`src/hdl/bp2pp_pkg.sv`:
```
// shared constants and types for the bitplane to packed pixel converter
`timescale 1ns / 1ps

package bp2pp_pkg;

   localparam int MAX_PLANE_BYTES = 8;
   localparam int MAX_PLANES      = 8;
   localparam int BUF_DEPTH       = MAX_PLANE_BYTES * MAX_PLANES;
   localparam int BUF_AW          = $clog2(BUF_DEPTH);
   localparam int BYTE_W          = 8;
   localparam int PIX_W           = 8;
   localparam int CNT_W           = 7;
   localparam int LANE_IW         = $clog2(MAX_PLANES);
   localparam int BIT_IW          = $clog2(BYTE_W);
   localparam int CFG_W           = 4;
   localparam int CSR_IW          = 2;

   localparam logic [BIT_IW-1:0] BIT_LAST = 3'd7;

   // register indexes on the csr port
   localparam logic [CSR_IW-1:0] CSR_PLANE_BYTES     = 2'd0;
   localparam logic [CSR_IW-1:0] CSR_BITS_PER_PIXEL  = 2'd1;
   localparam logic [CSR_IW-1:0] CSR_MSB_PLANE_FIRST = 2'd2;

   // register reset values
   localparam logic [CFG_W-1:0] PLANE_BYTES_RST    = 4'd1;
   localparam logic [CFG_W-1:0] BITS_PER_PIXEL_RST = 4'd4;

   // controls for the plane shift lanes
   typedef struct packed {
      logic                  load;
      logic [LANE_IW-1:0]    load_lane;
      logic                  shift;
      logic [MAX_PLANES-1:0] lane_mask;
   } lane_ctl_type;

endpackage

```
`src/hdl/bp2pp_if.sv`:
```
// request and response channel interfaces
`timescale 1ns / 1ps

interface bp2pp_req_if;
   import bp2pp_pkg::*;

   logic              valid;
   logic              ready;
   logic [BYTE_W-1:0] data_byte;
   logic              frame_start;

   modport source (output valid, output data_byte, output frame_start, input ready);
   modport sink   (input valid, input data_byte, input frame_start, output ready);
endinterface

interface bp2pp_rsp_if;
   import bp2pp_pkg::*;

   logic             valid;
   logic             ready;
   logic [PIX_W-1:0] pixel_index;
   logic             last_of_group;

   modport source (output valid, output pixel_index, output last_of_group, input ready);
   modport sink   (input valid, input pixel_index, input last_of_group, output ready);
endinterface

```
`src/hdl/bp2pp_ram.sv`:
```
// generic single write port ram with registered read
`timescale 1ns / 1ps

module bp2pp_ram #(
   parameter int WIDTH = 8,
   parameter int DEPTH = 64
) (
   input  logic                     clock,
   input  logic                     wr_en,
   input  logic [$clog2(DEPTH)-1:0] wr_addr,
   input  logic [WIDTH-1:0]         wr_data,
   input  logic                     rd_en,
   input  logic [$clog2(DEPTH)-1:0] rd_addr,
   output logic [WIDTH-1:0]         rd_data
);

   logic [WIDTH-1:0] mem_ff [DEPTH];
   logic [WIDTH-1:0] rd_data_ff;

   always_ff @(posedge clock) begin
      if (wr_en) begin
         mem_ff[wr_addr] <= wr_data;
      end
      if (rd_en) begin
         rd_data_ff <= mem_ff[rd_addr];
      end
   end

   assign rd_data = rd_data_ff;

endmodule

```
`src/hdl/bp2pp_planes.sv`:
```
// per-plane shift lanes, one bit of every plane leaves per shift
`timescale 1ns / 1ps

module bp2pp_planes (
   input  logic                           clock,
   input  bp2pp_pkg::lane_ctl_type        ctl,
   input  logic [bp2pp_pkg::BYTE_W-1:0]   rd_data,
   output logic [bp2pp_pkg::PIX_W-1:0]    pixel
);
   import bp2pp_pkg::*;

   logic [MAX_PLANES-1:0][BYTE_W-1:0] lanes_ff;
   logic [MAX_PLANES-1:0][BYTE_W-1:0] lanes_in;

   always_comb begin
      for (int i = 0; i < MAX_PLANES; i++) begin
         if (ctl.load && (ctl.load_lane == LANE_IW'(i))) begin
            lanes_in[i] = rd_data;
         end else if (ctl.shift) begin
            lanes_in[i] = {lanes_ff[i][BYTE_W-2:0], 1'b0};
         end else begin
            lanes_in[i] = lanes_ff[i];
         end
      end
   end

   always_ff @(posedge clock) begin
      lanes_ff <= lanes_in;
   end

   // lanes are loaded already in weight order, so lane i drives pixel bit i
   always_comb begin
      pixel = '0;
      for (int i = 0; i < MAX_PLANES; i++) begin
         pixel[i] = lanes_ff[i][BYTE_W-1] & ctl.lane_mask[i];
      end
   end

endmodule

```
`src/hdl/bp2pp_ctrl.sv`:
```
// byte collection, plane load sequencing and pixel output register
`timescale 1ns / 1ps

module bp2pp_ctrl (
   input  logic                            clock,
   input  logic                            reset,
   bp2pp_req_if.sink                       req_bus,
   bp2pp_rsp_if.source                     rsp_bus,
   input  logic [bp2pp_pkg::CFG_W-1:0]     plane_bytes,
   input  logic [bp2pp_pkg::CFG_W-1:0]     bits_per_pixel,
   input  logic                            msb_plane_first,
   output logic                            wr_en,
   output logic [bp2pp_pkg::BUF_AW-1:0]    wr_addr,
   output logic [bp2pp_pkg::BYTE_W-1:0]    wr_data,
   output logic                            rd_en,
   output logic [bp2pp_pkg::BUF_AW-1:0]    rd_addr,
   output bp2pp_pkg::lane_ctl_type         lane_ctl,
   input  logic [bp2pp_pkg::PIX_W-1:0]     pixel
);
   import bp2pp_pkg::*;

   typedef enum logic [2:0] {
      ST_COLLECT = 3'b001,
      ST_LOAD    = 3'b010,
      ST_SHIFT   = 3'b100
   } state_type;

   state_type          state_ff, state_in;
   logic [CNT_W-1:0]   cnt_ff, cnt_in;
   logic [CFG_W-1:0]   plane_ff, plane_in;
   logic [LANE_IW-1:0] col_ff, col_in;
   logic [BIT_IW-1:0]  bit_ff, bit_in;
   logic               load_vld_ff, load_vld_in;
   logic [LANE_IW-1:0] load_lane_ff, load_lane_in;
   logic               out_vld_ff, out_vld_in;
   logic [PIX_W-1:0]   out_pix_ff, out_pix_in;
   logic               out_last_ff, out_last_in;

   logic               accept;
   logic [CNT_W-1:0]   cnt_base;
   logic [CNT_W-1:0]   cnt_next;
   logic [CNT_W-1:0]   group_size;
   logic               issue;
   logic [CFG_W-1:0]   lane_pos;
   logic [CNT_W-1:0]   plane_offset;
   logic               last_col;
   logic               emit;

   assign group_size   = CNT_W'(plane_bytes * bits_per_pixel);
   assign accept       = req_bus.valid && req_bus.ready;
   assign cnt_base     = req_bus.frame_start ? '0 : cnt_ff;
   assign cnt_next     = cnt_base + CNT_W'(1);
   assign issue        = (plane_ff < bits_per_pixel);
   assign lane_pos     = msb_plane_first ? (bits_per_pixel - CFG_W'(1) - plane_ff) : plane_ff;
   assign plane_offset = CNT_W'(plane_ff[LANE_IW-1:0] * plane_bytes);
   assign last_col     = ({1'b0, col_ff} == (plane_bytes - CFG_W'(1)));
   assign emit         = !out_vld_ff || rsp_bus.ready;

   assign req_bus.ready = (state_ff == ST_COLLECT);
   assign wr_en         = accept;
   assign wr_addr       = cnt_base[BUF_AW-1:0];
   assign wr_data       = req_bus.data_byte;
   assign rd_en         = (state_ff == ST_LOAD) && issue;
   assign rd_addr       = BUF_AW'(plane_offset + CNT_W'(col_ff));

   always_comb begin
      lane_ctl.load      = load_vld_ff;
      lane_ctl.load_lane = load_lane_ff;
      lane_ctl.shift     = (state_ff == ST_SHIFT) && emit;
      for (int i = 0; i < MAX_PLANES; i++) begin
         lane_ctl.lane_mask[i] = (CFG_W'(i) < bits_per_pixel);
      end
   end

   always_comb begin
      state_in     = state_ff;
      cnt_in       = cnt_ff;
      plane_in     = plane_ff;
      col_in       = col_ff;
      bit_in       = bit_ff;
      load_vld_in  = 1'b0;
      load_lane_in = load_lane_ff;
      out_vld_in   = out_vld_ff && !rsp_bus.ready;
      out_pix_in   = out_pix_ff;
      out_last_in  = out_last_ff;

      case (state_ff)
         ST_COLLECT: begin
            if (accept) begin
               if (cnt_next >= group_size) begin
                  cnt_in   = '0;
                  plane_in = '0;
                  col_in   = '0;
                  bit_in   = '0;
                  state_in = ST_LOAD;
               end else begin
                  cnt_in = cnt_next;
               end
            end
         end
         ST_LOAD: begin
            // one plane byte read per cycle, captured by the lanes in the cycle after the read
            if (issue) begin
               plane_in     = plane_ff + CFG_W'(1);
               load_vld_in  = 1'b1;
               load_lane_in = lane_pos[LANE_IW-1:0];
            end else begin
               state_in = ST_SHIFT;
            end
         end
         ST_SHIFT: begin
            if (emit) begin
               out_vld_in  = 1'b1;
               out_pix_in  = pixel;
               out_last_in = last_col && (bit_ff == BIT_LAST);
               bit_in      = bit_ff + BIT_IW'(1);
               if (bit_ff == BIT_LAST) begin
                  if (last_col) begin
                     col_in   = '0;
                     state_in = ST_COLLECT;
                  end else begin
                     col_in   = col_ff + LANE_IW'(1);
                     plane_in = '0;
                     state_in = ST_LOAD;
                  end
               end
            end
         end
         default: begin
            state_in = ST_COLLECT;
         end
      endcase
   end

   always_ff @(posedge clock) begin
      if (reset) begin
         state_ff    <= ST_COLLECT;
         cnt_ff      <= '0;
         plane_ff    <= '0;
         col_ff      <= '0;
         bit_ff      <= '0;
         load_vld_ff <= 1'b0;
         out_vld_ff  <= 1'b0;
      end else begin
         state_ff    <= state_in;
         cnt_ff      <= cnt_in;
         plane_ff    <= plane_in;
         col_ff      <= col_in;
         bit_ff      <= bit_in;
         load_vld_ff <= load_vld_in;
         out_vld_ff  <= out_vld_in;
      end
   end

   always_ff @(posedge clock) begin
      load_lane_ff <= load_lane_in;
      out_pix_ff   <= out_pix_in;
      out_last_ff  <= out_last_in;
   end

   assign rsp_bus.valid         = out_vld_ff;
   assign rsp_bus.pixel_index   = out_pix_ff;
   assign rsp_bus.last_of_group = out_last_ff;

endmodule

```
`src/hdl/bitplane_to_packed_pixels.sv`:
```
// top level of the bitplane to packed pixel converter
`timescale 1ns / 1ps

// Planar image bytes come in on req_bus (valid/ready), one byte per request;
// frame_start restarts the group so a partial group is dropped. A group is
// bits_per_pixel planes of plane_bytes bytes each, stored in a 64 x 8 ram.
// While collecting, req_bus.ready is high. Once the last byte of a
// group is taken, req_bus.ready drops and the group is sent on rsp_bus as
// plane_bytes*8 pixel indices, last_of_group set on the final one.
// For each byte column the planes are read from the ram one per cycle into
// per-plane shift lanes, then shifted out one pixel per cycle unless the
// receiver stalls. Throughput is set by the single ram read port and the
// one-bit-per-cycle shift lanes.
// rsp_bus has an output register: a stalled receiver holds the current
// pixel and freezes the lanes, nothing is lost. Collection of the next
// group resumes while the final pixel still waits in the output register.
// csr writes (index 0 plane_bytes, 1 bits_per_pixel, 2 msb_plane_first)
// take effect at once and belong in idle time. Synchronous reset returns
// to collecting with an empty group and reset register values.

module bitplane_to_packed_pixels (
   input  logic                          clock,
   input  logic                          reset,
   bp2pp_req_if.sink                     req_bus,
   bp2pp_rsp_if.source                   rsp_bus,
   input  logic                          csr_we,
   input  logic [bp2pp_pkg::CSR_IW-1:0]  csr_index,
   input  logic [bp2pp_pkg::CFG_W-1:0]   csr_wdata
);
   import bp2pp_pkg::*;

   logic [CFG_W-1:0] plane_bytes_ff;
   logic [CFG_W-1:0] bits_per_pixel_ff;
   logic             msb_plane_first_ff;
   logic [CFG_W-1:0] plane_bytes_cl;
   logic [CFG_W-1:0] bits_per_pixel_cl;

   logic              wr_en;
   logic [BUF_AW-1:0] wr_addr;
   logic [BYTE_W-1:0] wr_data;
   logic              rd_en;
   logic [BUF_AW-1:0] rd_addr;
   logic [BYTE_W-1:0] rd_data;
   lane_ctl_type      lane_ctl;
   logic [PIX_W-1:0]  pixel;

   always_ff @(posedge clock) begin
      if (reset) begin
         plane_bytes_ff     <= PLANE_BYTES_RST;
         bits_per_pixel_ff  <= BITS_PER_PIXEL_RST;
         msb_plane_first_ff <= 1'b1;
      end else if (csr_we) begin
         case (csr_index)
            CSR_PLANE_BYTES:     plane_bytes_ff     <= csr_wdata;
            CSR_BITS_PER_PIXEL:  bits_per_pixel_ff  <= csr_wdata;
            CSR_MSB_PLANE_FIRST: msb_plane_first_ff <= csr_wdata[0];
            default: begin
            end
         endcase
      end
   end

   // zero acts as one, anything above the maximum acts as the maximum
   always_comb begin
      if (plane_bytes_ff == '0) begin
         plane_bytes_cl = CFG_W'(1);
      end else if (plane_bytes_ff > CFG_W'(MAX_PLANE_BYTES)) begin
         plane_bytes_cl = CFG_W'(MAX_PLANE_BYTES);
      end else begin
         plane_bytes_cl = plane_bytes_ff;
      end
      if (bits_per_pixel_ff == '0) begin
         bits_per_pixel_cl = CFG_W'(1);
      end else if (bits_per_pixel_ff > CFG_W'(MAX_PLANES)) begin
         bits_per_pixel_cl = CFG_W'(MAX_PLANES);
      end else begin
         bits_per_pixel_cl = bits_per_pixel_ff;
      end
   end

   bp2pp_ram #(
      .WIDTH (BYTE_W),
      .DEPTH (BUF_DEPTH)
   ) u_group_ram (
      .clock   (clock),
      .wr_en   (wr_en),
      .wr_addr (wr_addr),
      .wr_data (wr_data),
      .rd_en   (rd_en),
      .rd_addr (rd_addr),
      .rd_data (rd_data)
   );

   bp2pp_planes u_planes (
      .clock   (clock),
      .ctl     (lane_ctl),
      .rd_data (rd_data),
      .pixel   (pixel)
   );

   bp2pp_ctrl u_ctrl (
      .clock           (clock),
      .reset           (reset),
      .req_bus         (req_bus),
      .rsp_bus         (rsp_bus),
      .plane_bytes     (plane_bytes_cl),
      .bits_per_pixel  (bits_per_pixel_cl),
      .msb_plane_first (msb_plane_first_ff),
      .wr_en           (wr_en),
      .wr_addr         (wr_addr),
      .wr_data         (wr_data),
      .rd_en           (rd_en),
      .rd_addr         (rd_addr),
      .lane_ctl        (lane_ctl),
      .pixel           (pixel)
   );

endmodule

```
`src/flat_wrapper.sv`:
```
// flat-port wrapper written by rule: the top's interface ports become plain ports
module bitplane_to_packed_pixels_flat import bp2pp_pkg::*;
  (clock, reset, csr_we, csr_index, csr_wdata, req_bus_valid, req_bus_data_byte, req_bus_frame_start, req_bus_ready, rsp_bus_valid, rsp_bus_pixel_index, rsp_bus_last_of_group, rsp_bus_ready);
  bp2pp_req_if req_bus_i ();
  bp2pp_rsp_if rsp_bus_i ();
  input  logic clock;
  input  logic reset;
  input  logic csr_we;
  input  logic [bp2pp_pkg::CSR_IW-1:0] csr_index;
  input  logic [bp2pp_pkg::CFG_W-1:0] csr_wdata;
  input wire logic [$bits(req_bus_i.valid)-1:0] req_bus_valid;
  input wire logic [$bits(req_bus_i.data_byte)-1:0] req_bus_data_byte;
  input wire logic [$bits(req_bus_i.frame_start)-1:0] req_bus_frame_start;
  output wire logic [$bits(req_bus_i.ready)-1:0] req_bus_ready;
  output wire logic [$bits(rsp_bus_i.valid)-1:0] rsp_bus_valid;
  output wire logic [$bits(rsp_bus_i.pixel_index)-1:0] rsp_bus_pixel_index;
  output wire logic [$bits(rsp_bus_i.last_of_group)-1:0] rsp_bus_last_of_group;
  input wire logic [$bits(rsp_bus_i.ready)-1:0] rsp_bus_ready;
  assign req_bus_i.valid = req_bus_valid;
  assign req_bus_i.data_byte = req_bus_data_byte;
  assign req_bus_i.frame_start = req_bus_frame_start;
  assign req_bus_ready = req_bus_i.ready;
  assign rsp_bus_valid = rsp_bus_i.valid;
  assign rsp_bus_pixel_index = rsp_bus_i.pixel_index;
  assign rsp_bus_last_of_group = rsp_bus_i.last_of_group;
  assign rsp_bus_i.ready = rsp_bus_ready;
  bitplane_to_packed_pixels u_core (.clock(clock), .reset(reset), .req_bus(req_bus_i), .rsp_bus(rsp_bus_i), .csr_we(csr_we), .csr_index(csr_index), .csr_wdata(csr_wdata));
endmodule
```
`config.mk`:
```
export PLATFORM = sky130hd
export DESIGN_NAME = bitplane_to_packed_pixels_flat
export DESIGN_NICKNAME = d
export VERILOG_FILES = /design/src/hdl/bp2pp_pkg.sv /design/src/hdl/bp2pp_if.sv /design/src/hdl/bp2pp_ram.sv /design/src/hdl/bp2pp_planes.sv /design/src/hdl/bp2pp_ctrl.sv /design/src/hdl/bitplane_to_packed_pixels.sv /design/src/flat_wrapper.sv
export SDC_FILE = /design/constraint.sdc
export NUM_CORES = 1
export LEC_CHECK = 0
export BUFFER_PORTS_ARGS = -buffer_cell sky130_fd_sc_hd__buf_4
export CAP_MARGIN = 20
export CORE_MARGIN = 2
export CORE_UTILIZATION = 50
export CTS_CLUSTER_SIZE = 40
export DETAILED_ROUTE_END_ITERATION = 7
export GPL_ROUTABILITY_DRIVEN = 0
export PLACE_DENSITY_LB_ADDON = 0.15
export SLEW_MARGIN = 10
export SYNTH_ARGS = -nofsm -noshare
export SYNTH_HDL_FRONTEND = slang
export SYNTH_HIERARCHICAL = 1
export SYNTH_SLANG_ARGS = --single-unit
```
`constraint.sdc`:
```
create_clock -name clock -period 10.55 [get_ports clock]
set_input_delay 3.165 -clock clock [delete_from_list [all_inputs] [get_ports clock]]
set_output_delay 3.165 -clock clock [all_outputs]
set_load 0.1 [all_outputs]
```
==> results of run 1 <==
==> state kept, by name (all words and copies together), names as in the netlist <==
signal / flops
u_core/u_ctrl/col_ff: 3
u_core/u_planes/lanes_ff: 64
u_core/u_ctrl/rsp_bus.valid: 1
u_core/u_ctrl/cnt_ff: 7
u_core/u_group_ram/rd_data: 8
u_core/u_ctrl/rsp_bus.pixel_index: 8
u_core/u_ctrl/plane_ff: 4
u_core/u_group_ram/mem_ff: 512
u_core/u_ctrl/rsp_bus.last_of_group: 1
u_core/msb_plane_first_ff: 1
u_core/plane_bytes_ff: 4
u_core/u_ctrl/load_lane_ff: 3
u_core/u_ctrl/state_ff: 3
u_core/bits_per_pixel_ff: 4
u_core/u_ctrl/load_vld_ff: 1
u_core/u_ctrl/bit_ff: 3
==> cell usage in the layout, fill, tap and decap left out, types with 9 or more instances in the layout <==
master and count:
sky130_fd_sc_hd__ha_1 34, sky130_fd_sc_hd__nor2b_1 25, sky130_fd_sc_hd__clkinv_1 18, sky130_fd_sc_hd__clkbuf_1 18
sky130_fd_sc_hd__buf_4 40, sky130_fd_sc_hd__edfxtp_1 596, sky130_fd_sc_hd__nand2_1 47, sky130_fd_sc_hd__nor2_1 116
sky130_fd_sc_hd__o21ai_0 13, sky130_fd_sc_hd__nand2b_1 28, sky130_fd_sc_hd__mux2_2 69, sky130_fd_sc_hd__a21oi_1 24
sky130_fd_sc_hd__mux4_2 126, sky130_fd_sc_hd__inv_1 21, sky130_fd_sc_hd__dfxtp_1 31, sky130_fd_sc_hd__clkbuf_16 69
sky130_fd_sc_hd__nand3_1 32, sky130_fd_sc_hd__and2_1 21, sky130_fd_sc_hd__mux2i_1 32, sky130_fd_sc_hd__xnor2_1 9
sky130_fd_sc_hd__nor3_1 9
==> worst max-delay path by stage <==
stage | startpoint | endpoint | cells after the start
after CTS | req_bus_frame_start | u_core/u_ctrl/cnt_ff[5]$_SDFFE_PP0P_ | 12
after global placement | req_bus_frame_start | u_core/u_ctrl/cnt_ff[2]$_SDFFE_PP0P_ | 12
final | u_core/plane_bytes_ff[3]$_SDFFE_PP0P_ | u_core/u_group_ram/rd_data[4]$_DFFE_PP_ | 11
after floorplan | req_bus_frame_start | u_core/u_ctrl/cnt_ff[1]$_SDFFE_PP0P_ | 11
after global routing | req_bus_frame_start | u_core/u_ctrl/cnt_ff[5]$_SDFFE_PP0P_ | 12
after detailed placement | req_bus_frame_start | u_core/u_ctrl/cnt_ff[5]$_SDFFE_PP0P_ | 12
==> metrics by stage <==
stage	hold slack, ns	cells
3_3_place_gp	0.457	2103
2_1_floorplan	0.443	1453
3_5_place_dp	0.466	2103
5_1_grt	0.494	2228
4_1_cts	0.473	2227
6_report	0.472	2228
==> worst max-delay path: stages, from the launching register on <==
cell and delay [ns]:
sky130_fd_sc_hd__dfxtp_1 0.45, sky130_fd_sc_hd__nor2b_1 0.48, sky130_fd_sc_hd__nand2_1 0.15, sky130_fd_sc_hd__fa_1 0.51, sky130_fd_sc_hd__fa_1 0.53, sky130_fd_sc_hd__inv_1 0.08
sky130_fd_sc_hd__fa_4 1.28, sky130_fd_sc_hd__buf_4 0.62, sky130_fd_sc_hd__nand2b_1 0.15, sky130_fd_sc_hd__nor4_1 0.57, sky130_fd_sc_hd__nor3_1 0.18, sky130_fd_sc_hd__o32ai_1 0.62
==> layer usage <==
layer | up-vias | GRT usage | share of wire
li1 | 5852 | - | -
met1 | 7021 | 0.303 | 0.43
met2 | 448 | 0.346 | 0.48
met3 | 86 | 0.0398 | 0.063
met4 | 0 | 0.0659 | 0.022
met5 | - | 0 | 0
==> power by group <==
part | leakage (nW) | total [mW] | switching [mW] | internal, mW
clock | 1.05 | 2.32 | 0.942 | 1.38
sequential | 5.61 | 2.73 | 0.00551 | 2.73
combinational | 2.57 | 0.143 | 0.101 | 0.0419
total | 9.24 | 5.20 | 1.05 | 4.15
==> cell type report <==
| cell class | count | share of cell area |
|---|---|---|
| clock buffer | 87 | 0.0614 |
| clock inverter | 37 | 0.0132 |
| inverter | 22 | 0.00283 |
| multi-input combinational | 727 | 0.249 |
| sequential | 627 | 0.634 |
| tap | 688 | 0.0295 |
| timing repair buffer | 40 | 0.0103 |
==> cells by family (layout without fill, tap and decap cells) <==
| logic type | count (synthesis) | in the layout | share of synthesized area |
|---|---|---|---|
| flip-flops | 627 | 627 | 0.705 |
| AO/OA/AOI/OAI | 118 | 118 | 0.0317 |
| buffers and inverters | 99 | 186 | 0.0215 |
| adder cells (fa/ha/maj) | 45 | 45 | 0.0240 |
| multiplexers | 227 | 227 | 0.150 |
| AND/OR/NAND/NOR | 319 | 319 | 0.0625 |
| XOR/XNOR | 18 | 18 | 0.00600 |
==> reports/metrics.yaml, run 1 <==
clkSinkCount: 627
post_synth_inst_count: 1453
cell_area_after_placement_sq_mm: 0.0270
dp_worst_setup_slack_ns: 4.10
max-clock-path-buffers: 3
worst_setup_hold_path_clk_slew_ns: 0.06
floorplan.die.width_microns: 233
vias_per_cell: 6.02
clock_skew_ns: 0.0221
worst-slew-pin-transition_ns: 0.999
ir_worst_vdd_mv: 0.128
area_growth_syn_to_layout_pct: 11.1
synth.avg_cell_area_sq_um: 18.1
cts_resized: 0
final_net_count: 1551
netlist-cell-type-count: 75
seq_area_sq_mm: 0.0185
status: "complete, no violations"
synth.top_cells.by_area: "sky130_fd_sc_hd__edfxtp_1, sky130_fd_sc_hd__mux4_2, sky130_fd_sc_hd__mux2_2, sky130_fd_sc_hd__dfxtp_1, sky130_fd_sc_hd__ha_1"
synth_top_area_frac: 0.681
ioPinCount: 31
remaining_drc_errors: 0
hold_crit_class: "reg -> reg"
rows: 84
worstReg2RegStart: "u_core/plane_bytes_ff[3]$_SDFFE_PP0P_"
hold-path-endpoint: "u_core/u_ctrl/cnt_ff[6]$_SDFFE_PP0P_"
multi_input_area_sq_mm: 0.00727
grt_first_pass_wirelength_microns: 85900
port-buffer-count: 30
slew-limit-headroom: 0.331
first_iter_violations: 1344
worst_setup_path_start_kind: "flop"
antenna_violating_nets_post_route: 0
r2r_cells: 11
cts_post_setup_buffers_inserted: 0
vias_post_dr: 13407
grt_usage: 0.216
totalNegativeSetupSlack_ns: 0
number_of_antenna_violations_at_the_first_check_in_global_routing: 0
fraction_of_final_layout_cells_sized_beyond_drive_strength_1: 0.229
edff_count_synth: 596
wirelength_microns: 56800
final_util: 0.559
worstPathArrival_ns: 6.26
initial_core_util: 0.503
critPathRequiredTime_ns: 10.85
fill_cells: 3984
cts_root_buf: "sky130_fd_sc_hd__clkbuf_16"
yosys_warnings: 6
yosysSeqAreaShare: 0.705
synth_most_common_cell: "sky130_fd_sc_hd__edfxtp_1"
n_antenna_cell: 0
min_delay_path_depth: 2
rsz0062_at_grt: "no"
synthesis.area_sq_mm: 0.0263
post-route-min-period_ns: 5.96
die_height_microns: 233
post_drt_wl_per_cell_microns: 25.5
ys_ff_latch: 627
globalRouteOverflowTotal: 0
layout_worst_path_cycle_share: 0.565
tritoncts_clock_tree: "yes"
yosysTopAreaCell: "sky130_fd_sc_hd__edfxtp_1"
worst_setup_path_end_kind: "flop"
synthTopCellsByCount: "sky130_fd_sc_hd__edfxtp_1, sky130_fd_sc_hd__mux4_2, sky130_fd_sc_hd__nor2_1, sky130_fd_sc_hd__mux2_2, sky130_fd_sc_hd__nand2_1"
core-area_sq_mm: 0.0522
timing.final.max_slew_violations: 0
via_count_of_the_first_global_routing_pass: 13530
timing.fmax_mhz: 168
power_density_mw_per_mm2: 178
ys_async_sr_fraction: 0
grt_start_max_net_pins: 65
fin_total_pwr_mw: 5.20
layout_setup_ws_ns: 4.59
critical_path.max_fanout: 40
finalSetupViolCount: 0
max_cap_viol_count: 0
length_of_the_first_detailed_routing_pass_in_iterations: 6
ys_dominant_reg_cell: "sky130_fd_sc_hd__edfxtp_1"
dieArea_sq_mm: 0.0544
clock_latency_at_the_later_pin_of_the_worst_skew_pair_ns: 0.60
tritoncts.num_buffers: 68
place_hpwl_microns: 34200
leakage_nw: 9.24
cts-hold-fix-buffers: 0
reg2reg_setup_slack_ns: 4.59
syn_nets: 1518
final-hold-violation-count: 0
htree_num_levels: 3
crit_type: "reg -> reg"
worst_reg2reg_endpoint: "u_core/u_group_ram/rd_data[4]$_DFFE_PP_"
min_from: "u_core/u_ctrl/cnt_ff[6]$_SDFFE_PP0P_"
post-route-cell-area_sq_mm: 0.0292
No activity file was read; power rests on OpenSTA's default activity.
==> run 2, diff against run 1 <==
Clock period 10.55 ns to 5.1 ns, I/O delays scaled along.
==> reports/metrics.yaml, run 2 (synthesized netlist as in run 1, its figures left out) <==
wirelength_microns: 57900  # was 56800 microns
worst_setup_path_start_kind: "flop"  # unchanged
die_height_microns: 233  # unchanged
crit_type: "reg -> reg"  # unchanged
number_of_antenna_violations_at_the_first_check_in_global_routing: 0  # unchanged
r2r_cells: 11  # unchanged
worst_setup_path_end_kind: "flop"  # unchanged
final-hold-violation-count: 0  # unchanged
clkSinkCount: 627  # unchanged
tritoncts_clock_tree: "yes"  # unchanged
clock_latency_at_the_later_pin_of_the_worst_skew_pair_ns: 0.61  # was 0.60 ns
clock_skew_ns: 0.0327  # was 0.0221 ns
slowest_stage: "sky130_fd_sc_hd__fa_4"  # unchanged
worstPathArrival_ns: 5.06  # was 6.26 ns
largest_register_ffs: 512  # unchanged
grt_usage: 0.220  # was 0.216
critPathRequiredTime_ns: 5.41  # was 10.85 ns
grt_first_pass_wirelength_microns: 87200  # was 85900 microns
layout.cells.most_common: "sky130_fd_sc_hd__edfxtp_1"  # unchanged
final_net_count: 1633  # was 1551
slew-limit-headroom: 0.243  # was 0.331
grt_start_max_net_pins: 65  # unchanged
dieArea_sq_mm: 0.0544  # unchanged
worst_setup_hold_path_clk_slew_ns: 0.06  # about the same
vias_post_dr: 13615  # was 13407
max-clock-path-buffers: 3  # unchanged
finalSetupViolCount: 0  # unchanged
core-area_sq_mm: 0.0522  # unchanged
registers.top_by_ff_count: "u_core/u_group_ram/mem_ff"  # unchanged
ioPinCount: 31  # unchanged
worst-slew-pin-transition_ns: 1.13  # was 0.999 ns
globalRouteOverflowTotal: 0  # unchanged
fin_total_pwr_mw: 10.7  # was 5.20 mW
place_hpwl_microns: 36700  # was 34200 microns
length_of_the_first_detailed_routing_pass_in_iterations: 5  # was 6
cts-hold-fix-buffers: 0  # unchanged
cpLargestDelayFamily: "adder cells"  # unchanged
rsz0062_at_grt: "no"  # unchanged
port-buffer-count: 30  # unchanged
post-route-min-period_ns: 4.75  # was 5.96 ns
delay_contributed_by_the_slowest_stage_of_the_critical_path_ns: 1.18  # was 1.28 ns
ir_worst_vdd_mv: 0.284  # was 0.128 mV
cp_num_cells: 11  # unchanged
area_growth_syn_to_layout_pct: 13.6  # was 11.1%
rows: 84  # unchanged
critPathBufInv: 1  # was 2
max_cap_viol_count: 0  # unchanged
leakage_nw: 9.68  # was 9.24 nW
cts_root_buf: "sky130_fd_sc_hd__clkbuf_16"  # unchanged
remaining_drc_errors: 0  # unchanged
tritoncts.num_buffers: 67  # was 68
initial_core_util: 0.503  # unchanged
layout_common_cells: "sky130_fd_sc_hd__edfxtp_1, sky130_fd_sc_hd__mux4_2, sky130_fd_sc_hd__nor2_1"  # unchanged
antenna_violating_nets_post_route: 0  # unchanged
htree_num_levels: 3  # unchanged
hold_crit_class: "reg -> reg"  # unchanged
power_density_mw_per_mm2: 358  # was 178 mW/mm^2
reg.largest.list: "u_core/u_group_ram/mem_ff x512, u_core/u_planes/lanes_ff x64"  # unchanged
critPathMostFrequentCell: "sky130_fd_sc_hd__fa_1"  # unchanged
fraction_of_final_layout_cells_sized_beyond_drive_strength_1: 0.272  # was 0.229
first_iter_violations: 1302  # was 1344
post_drt_wl_per_cell_microns: 25.1  # was 25.5 microns
totalNegativeSetupSlack_ns: 0  # unchanged
timing.critical_path.cells: "nor2b_2, nand2_1, fa_1, fa_1, inv_1, fa_4, mux4_2, mux2_2, o221a_2, nor3_1, o32ai_1"  # was nor2b_1, nand2_1, fa_1, fa_1, inv_1, fa_4, buf_4, nand2b_1, nor4_1, nor3_1, o32ai_1
via_count_of_the_first_global_routing_pass: 13753  # was 13530
layout_worst_path_cycle_share: 0.931  # was 0.565
final_util: 0.572  # was 0.559
min_delay_path_depth: 2  # unchanged
cts_post_setup_buffers_inserted: 0  # unchanged
floorplan.die.width_microns: 233  # unchanged
timing.fmax_mhz: 211  # was 168 MHz
timing.final.max_slew_violations: 0  # unchanged
n_antenna_cell: 0  # unchanged
vias_per_cell: 5.91  # was 6.02
status: "complete, no violations"  # unchanged
critical_path.max_fanout: 29  # was 40
## run 2: cell count changes in the layout (fill, tap and decap cells not counted), sizes merged
| cell | delta |
|---|---|
| bufinv | -2 |
| buf | +83 |
| inv | -1 |
| clkinvlp | +1 |
| clkbuf | -3 |
| clkinv | -2 |
## run 2: path summary, 6_finish.rpt
kind              slack (ns)                             startpoint                                       to
setup / recovery        0.35  u_core/plane_bytes_ff[3]$_SDFFE_PP0P_  u_core/u_group_ram/rd_data[4]$_DFFE_PP_
hold reg to reg         0.47   u_core/u_ctrl/bit_ff[2]$_SDFFE_PP0P_     u_core/u_ctrl/bit_ff[2]$_SDFFE_PP0P_
hold / removal          0.47   u_core/u_ctrl/bit_ff[2]$_SDFFE_PP0P_     u_core/u_ctrl/bit_ff[2]$_SDFFE_PP0P_
setup reg to reg        0.35  u_core/plane_bytes_ff[3]$_SDFFE_PP0P_  u_core/u_group_ram/rd_data[4]$_DFFE_PP_
## run 2: repair_timing
| item | in CTS | in global routing |
|---|---|---|
| hold endpoints to repair | 0 | 0 |
| setup endpoints to repair | 0 | 1 |
| resized for setup | 0 | 1 |
## run 2: worst register-to-register path: cells and delay by family (launching register included)
kind,cells,cell delay [ns]
fa+ha+maj,3,2.22
mux,2,0.67
buf+inv,1,0.07
simple gates,3,0.69
flops,1,0.40
compound gates,2,0.43
## run 2: stage by stage
step	hold slack [ns]	worst slack, ns	std cells	cell area, sq um
after global placement	0.458	0.351	2187	27700
after floorplan	0.443	0.887	1453	26300
after CTS	0.475	0.198	2304	29900
after detailed placement	0.467	0.246	2187	27700
final	0.472	0.349	2304	29900
after global routing	0.500	0.0765	2304	29900
## run 2: area by class of cell
cell class | count | area [sq um]
clock inverter | 33 | 320
fill | 3904 | 22400
sequential | 627 | 18500
tap | 688 | 861
clock buffer | 84 | 1800
multi-input combinational | 727 | 7260
inverter | 22 | 82.6
timing repair buffer | 123 | 1020
## run 2: routing by layer
metal,vias up,global-route usage,share of wire
li1,6000,-,-
met1,7068,0.313,0.44
met2,436,0.349,0.48
met3,111,0.0366,0.055
met4,0,0.0669,0.028
met5,-,0,0
## run 2: power by group
group	internal, mW	switching (mW)	total, mW
clock network	2.77	1.96	4.73
logic	0.0945	0.205	0.300
registers	5.64	0.0118	5.66
total	8.51	2.17	10.7
